==> src/rtl/core/kms_fifo.sv <==
// two-entry queue used for jobs and for results
module kms_fifo #(
  parameter int WIDTH = 8
) (
  input  logic             clk,
  input  logic             rst,
  input  logic             push,
  input  logic [WIDTH-1:0] wdata,
  output logic             full,
  input  logic             pop,
  output logic [WIDTH-1:0] rdata,
  output logic             empty
);

  logic [WIDTH-1:0] slots [2];
  logic             wr_ptr;
  logic             rd_ptr;
  logic [1:0]       count;
  logic             do_push;
  logic             do_pop;

  assign full    = (count == 2'd2);
  assign empty   = (count == 2'd0);
  assign rdata   = slots[rd_ptr];
  assign do_push = push && !full;
  assign do_pop  = pop && !empty;

  always_ff @(posedge clk) begin
    if (rst) begin
      wr_ptr <= 1'b0;
      rd_ptr <= 1'b0;
      count  <= 2'd0;
    end else begin
      if (do_push) begin
        wr_ptr <= ~wr_ptr;
      end
      if (do_pop) begin
        rd_ptr <= ~rd_ptr;
      end
      count <= count + 2'(do_push) - 2'(do_pop);
    end
  end

  always_ff @(posedge clk) begin
    if (do_push) begin
      slots[wr_ptr] <= wdata;
    end
  end

endmodule

==> config.mk <==
export PLATFORM = sky130hd
export DESIGN_NAME = kms_fifo
export DESIGN_NICKNAME = d
export VERILOG_FILES = /design/src/rtl/core/kms_fifo.sv
export SDC_FILE = /design/constraint.sdc
export NUM_CORES = 1
export LEC_CHECK = 0
export ABC_AREA = 1
export BUFFER_PORTS_ARGS = -buffer_cell sky130_fd_sc_hd__buf_2
export CAP_MARGIN = 20
export CORE_ASPECT_RATIO = 0.75
export CORE_MARGIN = 1.5
export CORE_UTILIZATION = 30
export CTS_BUF_LIST = sky130_fd_sc_hd__clkbuf_4 sky130_fd_sc_hd__clkbuf_8
export CTS_CLUSTER_DIAMETER = 50
export DETAILED_ROUTE_END_ITERATION = 6
export SYNTH_ARGS = -nofsm -noshare
export SYNTH_HDL_FRONTEND = slang
export SYNTH_SLANG_ARGS = --single-unit
export TNS_END_PERCENT = 5
==> constraint.sdc <==
create_clock -name clk -period 1.9 [get_ports clk]
set_clock_uncertainty 0.05 [all_clocks]
set_input_delay 0 -clock clk [delete_from_list [all_inputs] [get_ports clk]]
set_output_delay 0 -clock clk [all_outputs]
set_load 0.02 [all_outputs]
==> impl_metrics.yaml <==
final_layout:
  final_nets: 114
  finalInstanceArea_um2: 1161
  final_cell_mix: "buf_2, edfxtp_1, inv_1, dlygate4sd3_1"
  drive_gt1_share_pct: 36.36
  n_antenna_cell: 0
  area_growth_pct: 33.72
  layout_commonest_cell: "buf_2"
pwr:
  power_frac_seq_pct: 45.6
  p_comb_share_pct: 35.3
  intPower_mw: 0.9670
  pwr-share-clk_pct: 19.1
  swShare_pct: 32.60
  total_power_mw: 1.435
  power_density_nw_per_um2: 1236
  switching_power_mw: 0.4677
  cellLeakagePower_nw: 0.5164
  worst_ir_drop_vdd_v: 0.0005734
global_route:
  grt.overflow.total: 0
  antenna_found_initial: 0
  grt_pass1_vias: 497
  grt_max_degree: 13
  grt_use_total_pct: 9.082
  grt_pass1_wl_um: 2139
floorplanning:
  rows: 16
  start_util_pct: 32.37
  die_y_um: 49.59
  ios: 22
  dieArea_um2: 3229
  die_w_um: 65.12
  coreArea_um2: 2683
clock_network:
  cts_root_buf: "clkbuf_8"
  h-tree-depth: 1
  clock-sinks: 21
  clock_latency_ns: 0.25
  clk_path_buf_depth: 2
  cts.clk_slew.worst_paths_ns: 0.07
  cts_resized: 0
  cts_tree: "built"
  numCtsBuffers: 3
detailed_routing:
  drcViolationCount: 0
  vias: 547
  drt_iter0_markers: 13
  drt_wl_total_um: 1319
  post_drt_wl_per_cell_um: 9.770
  via_per_inst: 4.052
  dr.pass1.iters: 4
  antenna_left: 0
placement:
  dpl-instance-area_um2: 1015
  port_buffers: 21
  gp_congestion: 0.6737
  place_hpwl_um: 976.8
yosys:
  synth_cell_types: 11
  ys_warn_count: 0
  syn_area_um2: 868.3
  synth.avg_cell_area_um2: 13.57
  syn_inst: 64
  syn_nets: 78
  ys_ff_latch: 21
  ys_seq_area_share_pct: 66.86
sta:
  period_share_pct: 86.62
  fin_crit_ns: 1.646
  slew_viol_final: 0
  grt_setup_unrepaired: "false"
  worst_pin_slew_ns: 0.5035
  clock.fmax_ghz: 0.6076
  finalSetupTns_ns: 0
  slew_headroom_pct: 66.39
  finalHoldViolCount: 0
  setup_viol: 0
  worst_hold_slack_ns: 0.01001
setup_path:
  cp-start-kind: "flip-flop"
  cp.required_ns: 2.00
  rrSetupSlack_ns: 0.25
  rr_worst_depth: 10
  cp_max_fo: 4
  critPathArrivalTime_ns: 1.74
  worstSetupEndpoint: "count[1]"
  criticalPathCategory: "flip-flop to flip-flop"
  r2r_end: "count[1]"
  crit_start: "count[0]"
  r2r-start: "count[0]"
  end_kind: "flip-flop"
flow_run:
  drv_cap: 0
min_path:
  hold_path_class: "input port to flip-flop"
status:
  status: "finished clean"
Yosys cell counts:
master,instances,area (um^2)
edfxtp_1,16,480.5
inv_1,10,37.54
mux2_4,8,120.1
nand2_1,8,30.03
nor2_1,7,26.28
dfxtp_1,5,100.1
nand3_1,3,15.01
a21oi_1,2,10.01
ha_1,2,25.02
nor2_2,2,12.51
buf_6,1,11.26
power by group through the flow:
stage | logic [mW] | clock network [mW] | registers [mW]
final | 0.507 | 0.274 | 0.654
after global routing | 0.562 | 0.308 | 0.667
after CTS | 0.515 | 0.287 | 0.656
after detailed placement | 0.499 | 0 | 0.666
after global placement | 0.487 | 0 | 0.662
after floorplan | 0.403 | 0 | 0.632
registers in the layout, summed over array words and instances (netlist names), named ones only:
signal / flops
slots: 16
rd_ptr: 1
wr_ptr: 1
count: 2
area by class of cell:
class | instances | area [um^2]
repair buffers | 32 | 212.7
clock buffers | 3 | 41.29
multi-input cells | 32 | 239.0
flip-flops and latches | 21 | 580.6
clock inverters | 1 | 5.005
inverters | 10 | 37.54
well taps | 36 | 45.04
fillers | 259 | 1521
through the flow:
stage                     setup slack, ns  util (%)  instances
after CTS                          0.2327     43.28        135
after detailed placement           0.2420     37.83        121
after global routing               0.1437     43.28        135
after floorplan                    0.3623         -         64
final                              0.2542     43.28        135
after global placement             0.3195     37.83        121
critical path, cell delays in order, from the launching register on:
cell,delay (ns)
dfxtp_1,0.37
inv_1,0.07
nand2_1,0.12
nand2_1,0.10
ha_1,0.28
inv_1,0.04
ha_1,0.19
inv_1,0.06
nand2_1,0.06
a21oi_1,0.14
nor2_1,0.06
timing repair:
action	4_1_cts	5_1_grt
hold buffers	10	0
buffers inserted	0	0
endpoints found under the hold margin	19	0
cells by family after synthesis:
group / count (synthesis) / share of synthesized area (%)
flip-flops: 21 / 66.86
AO/OA/AOI/OAI: 2 / 1.153
multiplexers: 8 / 13.83
AND/OR/NAND/NOR: 20 / 9.654
adder cells (fa/ha/maj): 2 / 2.881
buffers and inverters: 11 / 5.620
metal layers:
metal	share of wire, %	wire (um)	global-route usage, %	vias up
li1	-	-	-	286
met1	43	573	10.09	248
met2	51	668	15.46	11
met3	4.8	63	4.110	2
met4	1.1	14	3.125	0
met5	0	0	0	-
worst min path at each step:
stage               from        end  depth (start not counted)
global route         pop  flip-flop                          4
CTS                  pop  flip-flop                          4
floorplan            rst   count[0]                          1
finish               pop  flip-flop                          4
global placement     rst   count[0]                          2
detailed placement   rst   count[0]                          2
Note: power is estimated with default switching activity, not from simulation.
