$ cat config.mk
export PLATFORM = sky130hd
export DESIGN_NAME = kms_front
export DESIGN_NICKNAME = d
export VERILOG_FILES = /design/src/rtl/core/kms_pkg.sv /design/src/rtl/core/kms_front.sv
export SDC_FILE = /design/constraint.sdc
export NUM_CORES = 1
export LEC_CHECK = 0
export BUFFER_PORTS_ARGS = -buffer_cell sky130_fd_sc_hd__clkbuf_2
export CAP_MARGIN = 0
export CORE_ASPECT_RATIO = 0.75
export CORE_MARGIN = 1.5
export CORE_UTILIZATION = 50
export DETAILED_ROUTE_END_ITERATION = 6
export GPL_TIMING_DRIVEN = 0
export PLACE_DENSITY = 0.82
export SLEW_MARGIN = 20
export SYNTH_ARGS = -nofsm -noshare
export SYNTH_HDL_FRONTEND = slang
export SYNTH_SLANG_ARGS = --single-unit
$ cat constraint.sdc
create_clock -name clk -period 3.9 [get_ports clk]
set_clock_uncertainty 0.2 [all_clocks]
set_input_delay 0.78 -clock clk [delete_from_list [all_inputs] [get_ports clk]]
set_output_delay 0.78 -clock clk [all_outputs]
set_load 0.05 [all_outputs]
$ cat src/rtl/core/kms_pkg.sv
// shared widths and the job descriptor passed from the load front end to the dp engine
package kms_pkg;

  localparam int IN_W  = 16;
  localparam int OUT_W = 23;
  localparam int NW    = 11;
  localparam int KW    = 7;

  typedef struct packed {
    logic          two_col;
    logic [NW-1:0] n;
    logic [KW-1:0] k;
  } kms_job_t;

endpackage

$ cat src/rtl/core/kms_front.sv
// load front end: takes rows, builds prefix sums, issues a job after the final row
module kms_front #(
  parameter int ROWS_MAX = 128,
  parameter int K_MAX    = 16,
  parameter int RW       = 7,
  parameter int DW       = 26
) (
  input  logic                            clk,
  input  logic                            rst,
  input  logic                            push,
  output logic                            full,
  input  logic signed [kms_pkg::IN_W-1:0] col_a_value,
  input  logic signed [kms_pkg::IN_W-1:0] col_b_value,
  input  logic [7:0]                      row_count,
  input  logic                            two_columns,
  input  logic [4:0]                      rect_count,
  input  logic                            hold,
  output logic                            pre_we,
  output logic [RW-1:0]                   pre_addr,
  output logic [DW-1:0]                   pa_wdata,
  output logic [DW-1:0]                   pb_wdata,
  output logic                            job_push,
  output kms_pkg::kms_job_t               job
);
  import kms_pkg::*;

  logic [RW:0]           rows_loaded;
  logic signed [DW-1:0]  sum_a;
  logic signed [DW-1:0]  sum_b;
  logic signed [DW-1:0]  sum_a_next;
  logic signed [DW-1:0]  sum_b_next;
  logic [NW-1:0]         rc_ext;
  logic [NW-1:0]         n_eff;
  logic [NW-1:0]         r_ext;
  logic                  accept;
  logic                  trigger;

  assign full   = hold;
  assign accept = push && !hold;

  always_comb begin
    sum_a_next = ((rows_loaded == '0) ? '0 : sum_a) + DW'(col_a_value);
    sum_b_next = ((rows_loaded == '0) ? '0 : sum_b) + DW'(col_b_value);
    rc_ext = NW'(row_count);
    if (rc_ext == '0) begin
      n_eff = NW'(1);
    end else if (rc_ext > NW'(ROWS_MAX)) begin
      n_eff = NW'(ROWS_MAX);
    end else begin
      n_eff = rc_ext;
    end
    r_ext   = NW'(rows_loaded) + NW'(1);
    trigger = (r_ext >= n_eff);
  end

  assign pre_we      = accept;
  assign pre_addr    = rows_loaded[RW-1:0];
  assign pa_wdata    = sum_a_next;
  assign pb_wdata    = sum_b_next;
  assign job_push    = accept && trigger;
  assign job.two_col = two_columns;
  assign job.n       = r_ext;
  assign job.k       = (KW'(rect_count) > KW'(K_MAX)) ? KW'(K_MAX) : KW'(rect_count);

  always_ff @(posedge clk) begin
    if (rst) begin
      rows_loaded <= '0;
    end else if (accept) begin
      rows_loaded <= trigger ? '0 : rows_loaded + (RW+1)'(1);
    end
  end

  always_ff @(posedge clk) begin
    if (accept) begin
      sum_a <= sum_a_next;
      sum_b <= sum_b_next;
    end
  end

endmodule

==> results.toml <==
[layout]
fill_cells = 400
syn_to_final_growth_pct = 76.47
nets = 914
multi_input_area_um2 = 4991
n_antenna_cell = 0
drive_gt1_share_pct = 54.28
seq_area_um2 = 1729

[grt]
grt_max_degree = 41
antenna_found_initial = 0
grt_overflow = 0
grt_first_pass_wirelength_um = 29610
grt_pass1_vias = 5816
gr-usage-all-layers_pct = 34.02

[floorplanning]
ios = 131
dieArea_um2 = 11150
rows = 32
core_um2 = 10250
start_util_pct = 51.31
fp.dieH_um = 91.82
die_x_um = 121.4

[critical_path]
r2r_setup_slack_ns = -0.09
cp_data_arrival_time_ns = 3.92
crit_type = "flip-flop to output port"
r2r_start = "rows_loaded[0]"
critPathCaptureType = "output port"
crit_required_ns = 2.92
cp-start-kind = "flip-flop"
r2r-end = "sum_a[25]"
reg2regPathDepth = 17
cp_max_fo = 8

[timing]
post-route-min-period_ns = 4.896
rsz0062_at_grt = "true"
hold_viol = 0
finalCritPeriodShare_pct = 125.5
worstMarginPinSlew_ns = 0.7435
clock.fmax_mhz = 204.2
setup_slack_ns = -0.9960
slew_headroom_pct = 50.44
final_max_slew_viol_count = 0
setup-violations-final = 46

[synth]
synthFlopType = "edfxtp_1"
synth-edff-count = 52
yosysWarnings = 0
ys_types = 52
syn-instance-count = 592
async_flop_share_pct = 0
ys_seq_area_share_pct = 32.74
syn_area_um2 = 5259
synth-seq-cells = 60
syn_area_per_cell_um2 = 8.883

[pwr]
vdd.ir_drop.worst_mv = 0.3055
p_per_area_nw_per_um2 = 415.0
p_leak_nw = 3.829
total_power_w = 0.003851

[cts]
clk_pin_slew_ns = 0.06
clock_latency_ns = 0.34
numCtsBuffers = 9
clock-root-buffer = "clkbuf_16"
cts_max_level = 3
cts_sinks = 60
cts_tree = "built"
clockBufferDepth = 2

[status]
outcome = "finished, violations left"
violations = "negative setup slack"

[detailed_routing]
drt-total-wl_um = 23190
wl_per_cell_um = 24.59
viasPerCell = 6.496
drt-initial-drc-count = 717
num_vias = 6126
antenna_left = 0
drt_first_pass_iters = 5
drc = 0

[hold_path]
hold_path_class = "flip-flop to flip-flop"
hold_depth = 2
min_to = "rows_loaded[7]"
min-delay-start = "rows_loaded[7]"

[place]
gp_congestion = 0.9483
place_ws_ns = -1.140
hpwl_um = 10820
portBuffers = 125

[flow_run]
maxCapViolCount = 0
-- routing by layer --
metal	GRT usage (%)	wire length (um)	part of all wire [%]
met2	57.63	11280	49
met3	7.276	1953	8.4
met1	41.55	8443	36
met5	0	0	0
met4	15.29	1509	6.5
-- cells in the final DEF (no fill, tap or decap), types with 13 or more instances in the layout --
master	synthesis	final
ha_4	0	27
nand2_1	51	44
nand3_1	16	15
edfxtp_1	52	52
inv_1	24	19
xnor2_2	0	14
and2_1	50	41
a21oi_2	0	13
buf_8	0	36
nor2_1	39	26
xnor2_4	0	14
ha_1	60	25
buf_4	13	69
clkbuf_2	0	78
a21oi_1	55	31
buf_6	0	24
-- what timing repair did --
| action | 4_1_cts | 5_1_grt |
|---|---|---|
| hold buffers | 0 | 0 |
| pin swaps | 57 | 46 |
| cloned | 1 | 0 |
| setup endpoints to repair | 68 | 48 |
| gates resized for setup | 220 | 148 |
| setup buffers | 57 | 34 |
| hold endpoints to repair | 0 | 0 |
-- stage by stage --
| stage | util, % | cells | TNS, ns | hold WS [ns] | area (um2) |
|---|---|---|---|---|---|
| after floorplan | - | 595 | -12.74 | 0.2599 | 6032 |
| after global placement | 66.61 | 856 | -37.98 | 0.2944 | 6828 |
| after detailed placement | 66.82 | 857 | -30.29 | 0.3106 | 6849 |
| after CTS | 83.86 | 918 | -19.87 | 0.3212 | 8596 |
| after global routing | 90.54 | 943 | -31.82 | 0.3579 | 9280 |
| final | 90.54 | 943 | -26.91 | 0.3200 | 9280 |
-- synthesized netlist by cell type (3+ instances only) --
cell type | count | share of area, %
a211oi_1 | 9 | 1.3
a21o_1 | 11 | 1.6
a21oi_1 | 55 | 5.2
a31oi_1 | 6 | 0.71
a41oi_1 | 3 | 0.50
and2_1 | 50 | 5.9
and3_1 | 3 | 0.36
buf_4 | 13 | 1.9
clkbuf_1 | 17 | 1.2
dfxtp_1 | 8 | 3.0
edfxtp_1 | 52 | 30
ha_1 | 60 | 14
inv_1 | 24 | 1.7
nand2_1 | 51 | 3.6
nand2b_1 | 8 | 0.95
nand3_1 | 16 | 1.5
nand4_1 | 6 | 0.71
nor2_1 | 39 | 2.8
nor2b_1 | 6 | 0.71
nor3_1 | 8 | 0.76
nor4_1 | 3 | 0.36
o211ai_1 | 11 | 1.6
o21a_1 | 7 | 1.0
o21ai_0 | 34 | 3.2
o21bai_1 | 5 | 0.71
o31ai_1 | 3 | 0.43
xnor2_1 | 36 | 6.0
xor2_1 | 17 | 2.8
-- power breakdown --
group          switching [W]  internal, W  total, W
clock               0.000320     0.000639  0.000959
sequential         0.0000175     0.000777  0.000795
combinational        0.00124     0.000860   0.00210
total                0.00157      0.00228   0.00385
-- sequential cells by signal, indices dropped and copies added (netlist names) --
name and count:
sum_b 26, rows_loaded 8, sum_a 26
-- logic make-up (layout without fill, tap and decap cells) --
family,count (synthesis),in the layout,share of synthesized area (%)
muxes,2,2,0.3807
buffers and inverters,55,267,4.854
AOI/OAI and AO/OA,162,162,19.34
and+or+nand+nor,197,197,18.75
other,1,4,0.07131
xor gates and xnor gates,53,53,8.827
adders and majority gates,62,62,15.04
DFF,60,60,32.74
-- layout make-up --
cell class | instances | area share, %
buffer | 23 | 2.117
clock buffer | 11 | 2.616
clock inverter | 5 | 1.065
inverter | 25 | 1.065
multi-input combinational | 480 | 53.78
sequential | 60 | 18.63
tap | 136 | 1.834
timing repair buffer | 203 | 18.89
-- worst max-delay path, cell delays in order (launching register included) --
cell and delay, ns:
dfxtp_4 0.35, clkinvlp_4 0.08, ha_4 0.12, nor4b_4 0.25
nand2_4 0.19, buf_8 0.20, buf_4 0.14, and2_1 0.15
ha_1 0.48, o211ai_1 0.43, o21ai_2 0.14, or4_4 0.54
o211ai_1 0.21, clkbuf_8 0.27
-- how the worst max path moves through the flow --
stage | slack [ns] | cells past startpoint | startpoint | end
floorplan | -0.59 | 16 | rows_loaded[0] | pb_wdata[24]
global placement | -1.07 | 16 | rows_loaded[0] | pb_wdata[25]
detailed placement | -1.14 | 16 | rows_loaded[0] | pb_wdata[25]
CTS | -0.80 | 16 | rows_loaded[0] | pb_wdata[25]
global route | -1.10 | 13 | rows_loaded[2] | pa_wdata[25]
finish | -1.0 | 13 | rows_loaded[0] | pa_wdata[25]
Power figures use the tool's default switching activity.
