===== src/rtl/core/kms_ram.sv =====
// generic single write port, single read port ram with registered read data
module kms_ram #(
  parameter int WIDTH = 8,
  parameter int DEPTH = 16,
  parameter int AW    = (DEPTH > 1) ? $clog2(DEPTH) : 1
) (
  input  logic             clk,
  input  logic             we,
  input  logic [AW-1:0]    waddr,
  input  logic [WIDTH-1:0] wdata,
  input  logic [AW-1:0]    raddr,
  output logic [WIDTH-1:0] rdata
);

  logic [WIDTH-1:0] mem [DEPTH];

  always_ff @(posedge clk) begin
    if (we) begin
      mem[waddr] <= wdata;
    end
    rdata <= mem[raddr];
  end

endmodule


===== config.mk =====
export PLATFORM = sky130hd
export DESIGN_NAME = kms_ram
export DESIGN_NICKNAME = d
export VERILOG_FILES = /design/src/rtl/core/kms_ram.sv
export SDC_FILE = /design/constraint.sdc
export NUM_CORES = 1
export LEC_CHECK = 0
export BUFFER_PORTS_ARGS = -buffer_cell sky130_fd_sc_hd__buf_2
export CELL_PAD_IN_SITES_DETAIL_PLACEMENT = 2
export CELL_PAD_IN_SITES_GLOBAL_PLACEMENT = 2
export CORE_ASPECT_RATIO = 0.7
export CORE_UTILIZATION = 27
export DETAILED_ROUTE_END_ITERATION = 10
export PLACE_DENSITY_LB_ADDON = 0.1
export SKIP_CTS_REPAIR_TIMING = 1
export SYNTH_ARGS = -nofsm -noshare
export SYNTH_HDL_FRONTEND = slang
export SYNTH_SLANG_ARGS = --single-unit

===== constraint.sdc =====
create_clock -name clk -period 1.91 [get_ports clk]
set_input_delay 0 -clock clk [delete_from_list [all_inputs] [get_ports clk]]
set_output_delay 0 -clock clk [all_outputs]
set_load 0.01 [all_outputs]

==> run summary, run 1 <==
final hold slack: 0.0260 ns
Placed Instances: 500
share of the synthesized area in the top cell type: 0.747
combinational group share of total power: 0.049
I/O pin cnt: 26
drt wl/cell: 21.9 µm
antenna violations before repair: 0
Compound-Gate Fraction of Synth Area: 0.0233
I/O Buffers: 25
first-pass GRT wire length: 17700 µm
post-synthesis xor/xnor area fraction: 0
clock power share: 0.464
Detail Route Antenna Nets: 0
Async SR Flop Fraction: 0
Die ar.: 19600 µm²
Max VDD drop: 567 µV
GRT Util Overall: 0.132
pwr dens: 1090 nW/µm²
RSZ-0062 raised after global routing: false
Pleak: 2.11 nW
Final Setup Violations: 0
max-slew violation count: 0
worst-skew pair later-pin latency: 0.42 ns
Post-Synth Adder-Cell Area: 0
Hold Path Class: in -> reg
Vias/cell: 4.57
Final min period: 1.37 ns
Synth Register Bits: 136
drt first pass iters: 4
NumNets Final: 308
largest cells by area after synthesis: edfxtp_1 75%, mux4_2 7.9%, mux4_1 7.1%
Max Fanout on Critical Path: 1
Initial Utilization: 0.281
DR iter-0 viols: 161
crit path DAT: 1.67 ns
Final Hold Fails: 0
Yosys cell types: 19
H-tree depth: 4
fraction of the mapped netlist area in simple logic gates: 0.0318
row count: 41
Net Switching: 1.39 mW
Die Ht: 118 µm
Critical Path Source Type: register
Core Box Area: 18300 µm²
Num CTS Buffers: 17
clock slew at reported path FFs: 0.06 ns
status: finished, final reports clean
Switching Share: 0.202
crit path kind: reg -> reg
Seq pwr share: 0.487
CTS tree: yes
Warnings, synthesis: 0
grt total ovfl: 0
mapped cell area: 5150 µm²
Post-Route WL: 11800 µm
Commonest cells post-synth: 128 x edfxtp_1, 18 x mux4_2, 16 x a22oi_1, 14 x mux4_1, 13 x nor2_1
DP HPWL: 7620 µm
largest family of logic cells by synthesized area: multiplexers
timing-limited maximum frequency: 0.729 GHz
clk_skew: 0.00714 ns
dominant synthesized flop cell: edfxtp_1
total DRC errors in the routed layout: 0
worst path required time: 2.21 ns
period utilization: 0.718
routed vias: 2462
EDFF count, synth: 128
mux share of post-synthesis cell area: 0.150
Root Buffer: clkbuf_16
vias in the first global route: 2690
worst slew margin relative to its limit: 0.386
Worst-Margin Slew: 0.919 ns
max-cap violations: 0
largest area contributor in the netlist: edfxtp_1
Clock Sinks: 136
largest net degree at the start of global routing: 33
routability cong.: 0.641
Die X: 167 µm
Synth Instances: 229
Final Non-Filler Cells: 539
Synth Net Count: 247
Longest Clk Path Bufs: 2
CP Capture Type: register
syn_area_per_cell: 22.5 µm²
cell-internal power: 5.50 mW
TNS Setup: 0 ns
register area share after synthesis: 0.778
top-count cell post-synth: edfxtp_1
antenna cells: 0
Area Growth Syn to Fin: 22.3%
fraction of layout cells with a size suffix above 1: 0.290
[worst max-delay path, cell delays in order, from the launching register on]
cell and delay, ns:
edfxtp_1 0.36, mux4_1 0.51, a22oi_1 0.30, nand2_1 0.08
[cell usage in the layout, fill, tap and decap left out, types with 7 or more instances in the layout]
cell type	count
edfxtp_1	128
buf_2	25
mux4_2	18
buf_4	18
clkbuf_16	17
a22oi_1	16
mux4_1	14
nor2_1	13
nand2_1	9
dfxtp_1	8
dlygate4sd3_1	7
[path summary, 6_finish.rpt]
| kind | start | cells after the start | slack [ns] | endpoint |
|---|---|---|---|---|
| min | wdata[3] | 1 | 0.03 | mem[6][3] |
| max | mem[1][3] | 3 | 0.54 | rdata[3] |
| min reg2reg | mem[8][3] | 3 | 0.69 | rdata[3] |
| max reg2reg | mem[1][3] | 3 | 0.54 | rdata[3] |
[power by group through the flow]
stage | registers, mW | clock network (mW) | logic, mW
after global placement | 3.42 | 0 | 0.330
after detailed placement | 3.42 | 0 | 0.336
after CTS | 3.36 | 3.29 | 0.336
final | 3.36 | 3.20 | 0.335
after global routing | 3.36 | 3.42 | 0.368
after floorplan | 3.42 | 0 | 0.169
[area by class of cell]
class,instances,area (µm²)
clock inverters,13,135
clock buffers,19,433
fillers,1809,12000
multi-input cells,83,1060
repair buffers,52,370
well taps,236,295
flip-flops and latches,136,4000
[flip-flops by register name, indices dropped and copies added, names as in the netlist]
signal,count
rdata,8
mem,128
[cell families after synthesis]
group | count (synthesis)
DFF | 136
and+or+nand+nor | 35
muxes | 32
AOI/OAI and AO/OA | 16
buffers and inverters | 10
[layer usage]
layer / vias to the layer above / wire (µm) / global-route usage
met5: - / 0 / 0
met4: 0 / 107 / 0.0451
met3: 9 / 372 / 0.0430
met2: 38 / 5240 / 0.191
met1: 1320 / 6110 / 0.185
li1: 1095 / - / -
[metrics by stage]
stage | setup slack (ns) | cell area [µm²] | total power [mW] | utilization
3_3_place_gp | 0.347 | 5660 | 3.75 | 0.309
5_1_grt | 0.462 | 6290 | 7.15 | 0.344
4_1_cts | 0.483 | 6220 | 6.99 | 0.340
3_5_place_dp | 0.353 | 5660 | 3.76 | 0.309
6_report | 0.538 | 6290 | 6.89 | 0.344
2_1_floorplan | 0.417 | 5150 | 3.59 | -
Note: power is estimated with default switching activity, not from simulation.
==> inputs of run 2 (changes only) <==
==> constraint.sdc (replaced) <==
create_clock -name clk -period 1.3 [get_ports clk]
set_input_delay 0 -clock clk [delete_from_list [all_inputs] [get_ports clk]]
set_output_delay 0 -clock clk [all_outputs]
set_load 0.01 [all_outputs]
==> run 2 against run 1 <==
  * The run now ends with setup timing left
  * Final area is 1.6% higher
  * Combinational power is 61% higher
  * Largest power group unchanged
  * Power grew 46%
  * Sequential power is 47% higher
  * Critical path depth grew 1
  * Hold slack improved by 0.085 ns
  * Critical path type unchanged
  * Clock skew rose by 0.0010 ns
  * Die area unchanged
  * Global-route usage is 0.30 points higher
  * Highest routed layer unchanged
  * Via count increased by 2.1%
  * Setup slack got worse by 0.56 ns
==> run summary, run 2 (synthesis gave the netlist of run 1 again) <==
RSZ-0062 raised after global routing: true
Worst path top cell family by delay: multiplexers
worst path required time: 1.61 ns (-0.60 ns)
clock slew at reported path FFs: 0.06 ns (about the same)
max-cap violations: 0 (unchanged)
Root Buffer: clkbuf_16
row count: 41 (unchanged)
max reg flops: 128 (unchanged)
Final min period: 1.32 ns (-0.0492 ns)
GRT Util Overall: 0.135 (+0.00303)
Detail Route Antenna Nets: 0 (unchanged)
Largest Register: mem
DP HPWL: 7890 µm (+3.5%)
vias in the first global route: 2717 (+1.0%)
violated checks: setup timing
Reg2Reg Depth: 4 (+1)
commonest non-fill, non-tap cells in the layout: 128 x edfxtp_1, 25 x buf_2, 24 x buf_4
Regs by FF count: mem (128), rdata (8)
Final Setup Violations: 1 (+1)
drt first pass iters: 4 (unchanged)
Net Switching: 2.37 mW (+70%)
Vias/cell: 4.59 (+0.40%)
period utilization: 1.02 (+0.299)
antenna cells: 0 (unchanged)
CP Capture Type: register
Seq pwr share: 0.492 (+0.005)
worst setup slack after layout: -0.0223 ns (-0.561 ns)
Place WS: -0.242 ns (-0.595 ns)
R2R Setup Slk: -0.02 ns (-0.56 ns)
clk_skew: 0.00817 ns (+0.00103 ns)
dpl cell area: 5750 µm² (+1.6%)
CTS tree: yes
I/O pin cnt: 26 (unchanged)
Clock Sinks: 136 (unchanged)
H-tree depth: 4 (unchanged)
Final Power: 10.0 mW (+46%)
timing-limited maximum frequency: 0.756 GHz (+3.7%)
Die Ht: 118 µm (unchanged)
crit path cell chain: mux4_2 > a22oi_2 > buf_4 > nand2_2
Post-Route WL: 12100 µm (+2.1%)
slowest stage delay, CP: 0.48 ns (-0.03 ns)
Max VDD drop: 1030 µV (+82%)
clock power share: 0.455 (-0.009)
Final Hold Fails: 0 (unchanged)
Hold Crit Start: waddr[0]
Num CTS Buffers: 17 (unchanged)
max-slew violation count: 0 (unchanged)
Worst Hold Path EP: mem[0][6]
Filler cells: 1778 (-1.7%)
first-pass GRT wire length: 18200 µm (+2.9%)
Die ar.: 19600 µm² (unchanged)
routed vias: 2513 (+2.1%)
pwr dens: 1570 nW/µm² (+43%)
fin util: 0.349 (+0.00540)
NumNets Final: 317 (+2.9%)
crit path DAT: 1.63 ns (-0.04 ns)
I/O Buffers: 25 (unchanged)
worst r2r src: mem[3][5]
antenna violations before repair: 0 (unchanged)
status: finished, violations left
Worst path slowest cell: mux4_2
Initial Utilization: 0.281 (unchanged)
cell-internal power: 7.66 mW (+39%)
TNS Setup: -0.0223 ns (-0.0223 ns)
Die X: 167 µm (unchanged)
most common cell after layout, fill and taps aside: edfxtp_1
Longest Clk Path Bufs: 2 (unchanged)
largest net degree at the start of global routing: 17 (-48%)
DR iter-0 viols: 203 (+26%)
crit path buf inv count: 1 (+1)
post-route cell area: 6390 µm² (+1.6%)
crit path kind: reg -> reg
Switching Share: 0.236 (+0.0344)
total DRC errors in the routed layout: 0 (unchanged)
worst-skew pair later-pin latency: 0.42 ns (about the same)
drt wl/cell: 22.0 µm (+0.43%)
combinational group share of total power: 0.054 (+0.005)
routability cong.: 0.651 (+1.6%)
grt total ovfl: 0 (unchanged)
Area Growth Syn to Fin: 24.2%
Max Fanout on Critical Path: 1 (unchanged)
fraction of layout cells with a size suffix above 1: 0.372 (+0.0814)
worst slew margin relative to its limit: 0.333 (-0.0537)
Critical Path Source Type: register
Core Box Area: 18300 µm² (unchanged)
Worst-Margin Slew: 0.999 ns (+0.0803 ns)
Pleak: 2.14 nW (+1.0%)
WHS Path Cells: 3 (+2)
r2r endpoint: rdata[5]
Hold Path Class: in -> reg
## run 2: cell types whose count changed in the layout (fill, tap and decap cells not counted), moves of 3 or more
| cell | before | now |
|---|---|---|
| a22oi_1 | 16 | 11 |
| mux4_1 | 14 | 9 |
| buf_4 | 18 | 24 |
| a22oi_2 | 0 | 5 |
| inv_6 | 0 | 7 |
| bufinv_16 | 3 | 0 |
| mux4_2 | 18 | 23 |
| clkinv_2 | 3 | 0 |
| clkinv_4 | 0 | 3 |
| clkinv_1 | 6 | 0 |
## run 2: worst max path at each step
stage                     cells past startpoint  slack (ns)  startpoint   endpoint
final                                         4       -0.02   mem[3][5]   rdata[5]
after global routing                          4       -0.09   mem[2][5]   rdata[5]
after CTS                                     3       -0.12   mem[2][4]   rdata[4]
after detailed placement                      5       -0.24    raddr[0]   rdata[4]
after global placement                        5       -0.22    raddr[0]   rdata[4]
after floorplan                               2        0.03    waddr[2]  mem[3][0]
## run 2: routing by layer
layer / track usage / share of wire / vias up
li1: - / - / 1109
met5: 0 / 0 / -
met2: 0.193 / 0.45 / 38
met1: 0.191 / 0.51 / 1355
met3: 0.0437 / 0.030 / 11
met4: 0.0451 / 0.012 / 0
## run 2: final cells by class
cell class	count	area [µm²]	share of cell area
Multi-Input combinational cell	83	1070	0.168
Timing Repair Buffer	61	465	0.0728
Tap cell	236	295	0.0462
Sequential cell	136	4000	0.626
Clock buffer	17	425	0.0665
Clock inverter	15	133	0.0207
## run 2: metrics by stage
stage | instances | hold WS [ns]
final | 548 | 0.111
after global routing | 548 | 0.111
after CTS | 540 | -0.0476
after detailed placement | 508 | 0.396
after global placement | 508 | 0.401
after floorplan | 229 | 0.0989
## run 2: power by group through the flow
stage          logic [mW]  registers, mW  clock network [mW]
6_report            0.538           4.93                4.56
5_1_grt             0.589           4.94                4.87
4_1_cts             0.524           4.93                4.68
3_5_place_dp        0.523           5.03                   0
3_3_place_gp        0.516           5.03                   0
2_1_floorplan       0.249           5.03                   0
## run 2: tightest hold or removal path, cell delays in order
cell	delay [ns]
buf_2	0.15
nor3_2	0.07
buf_12	0.14
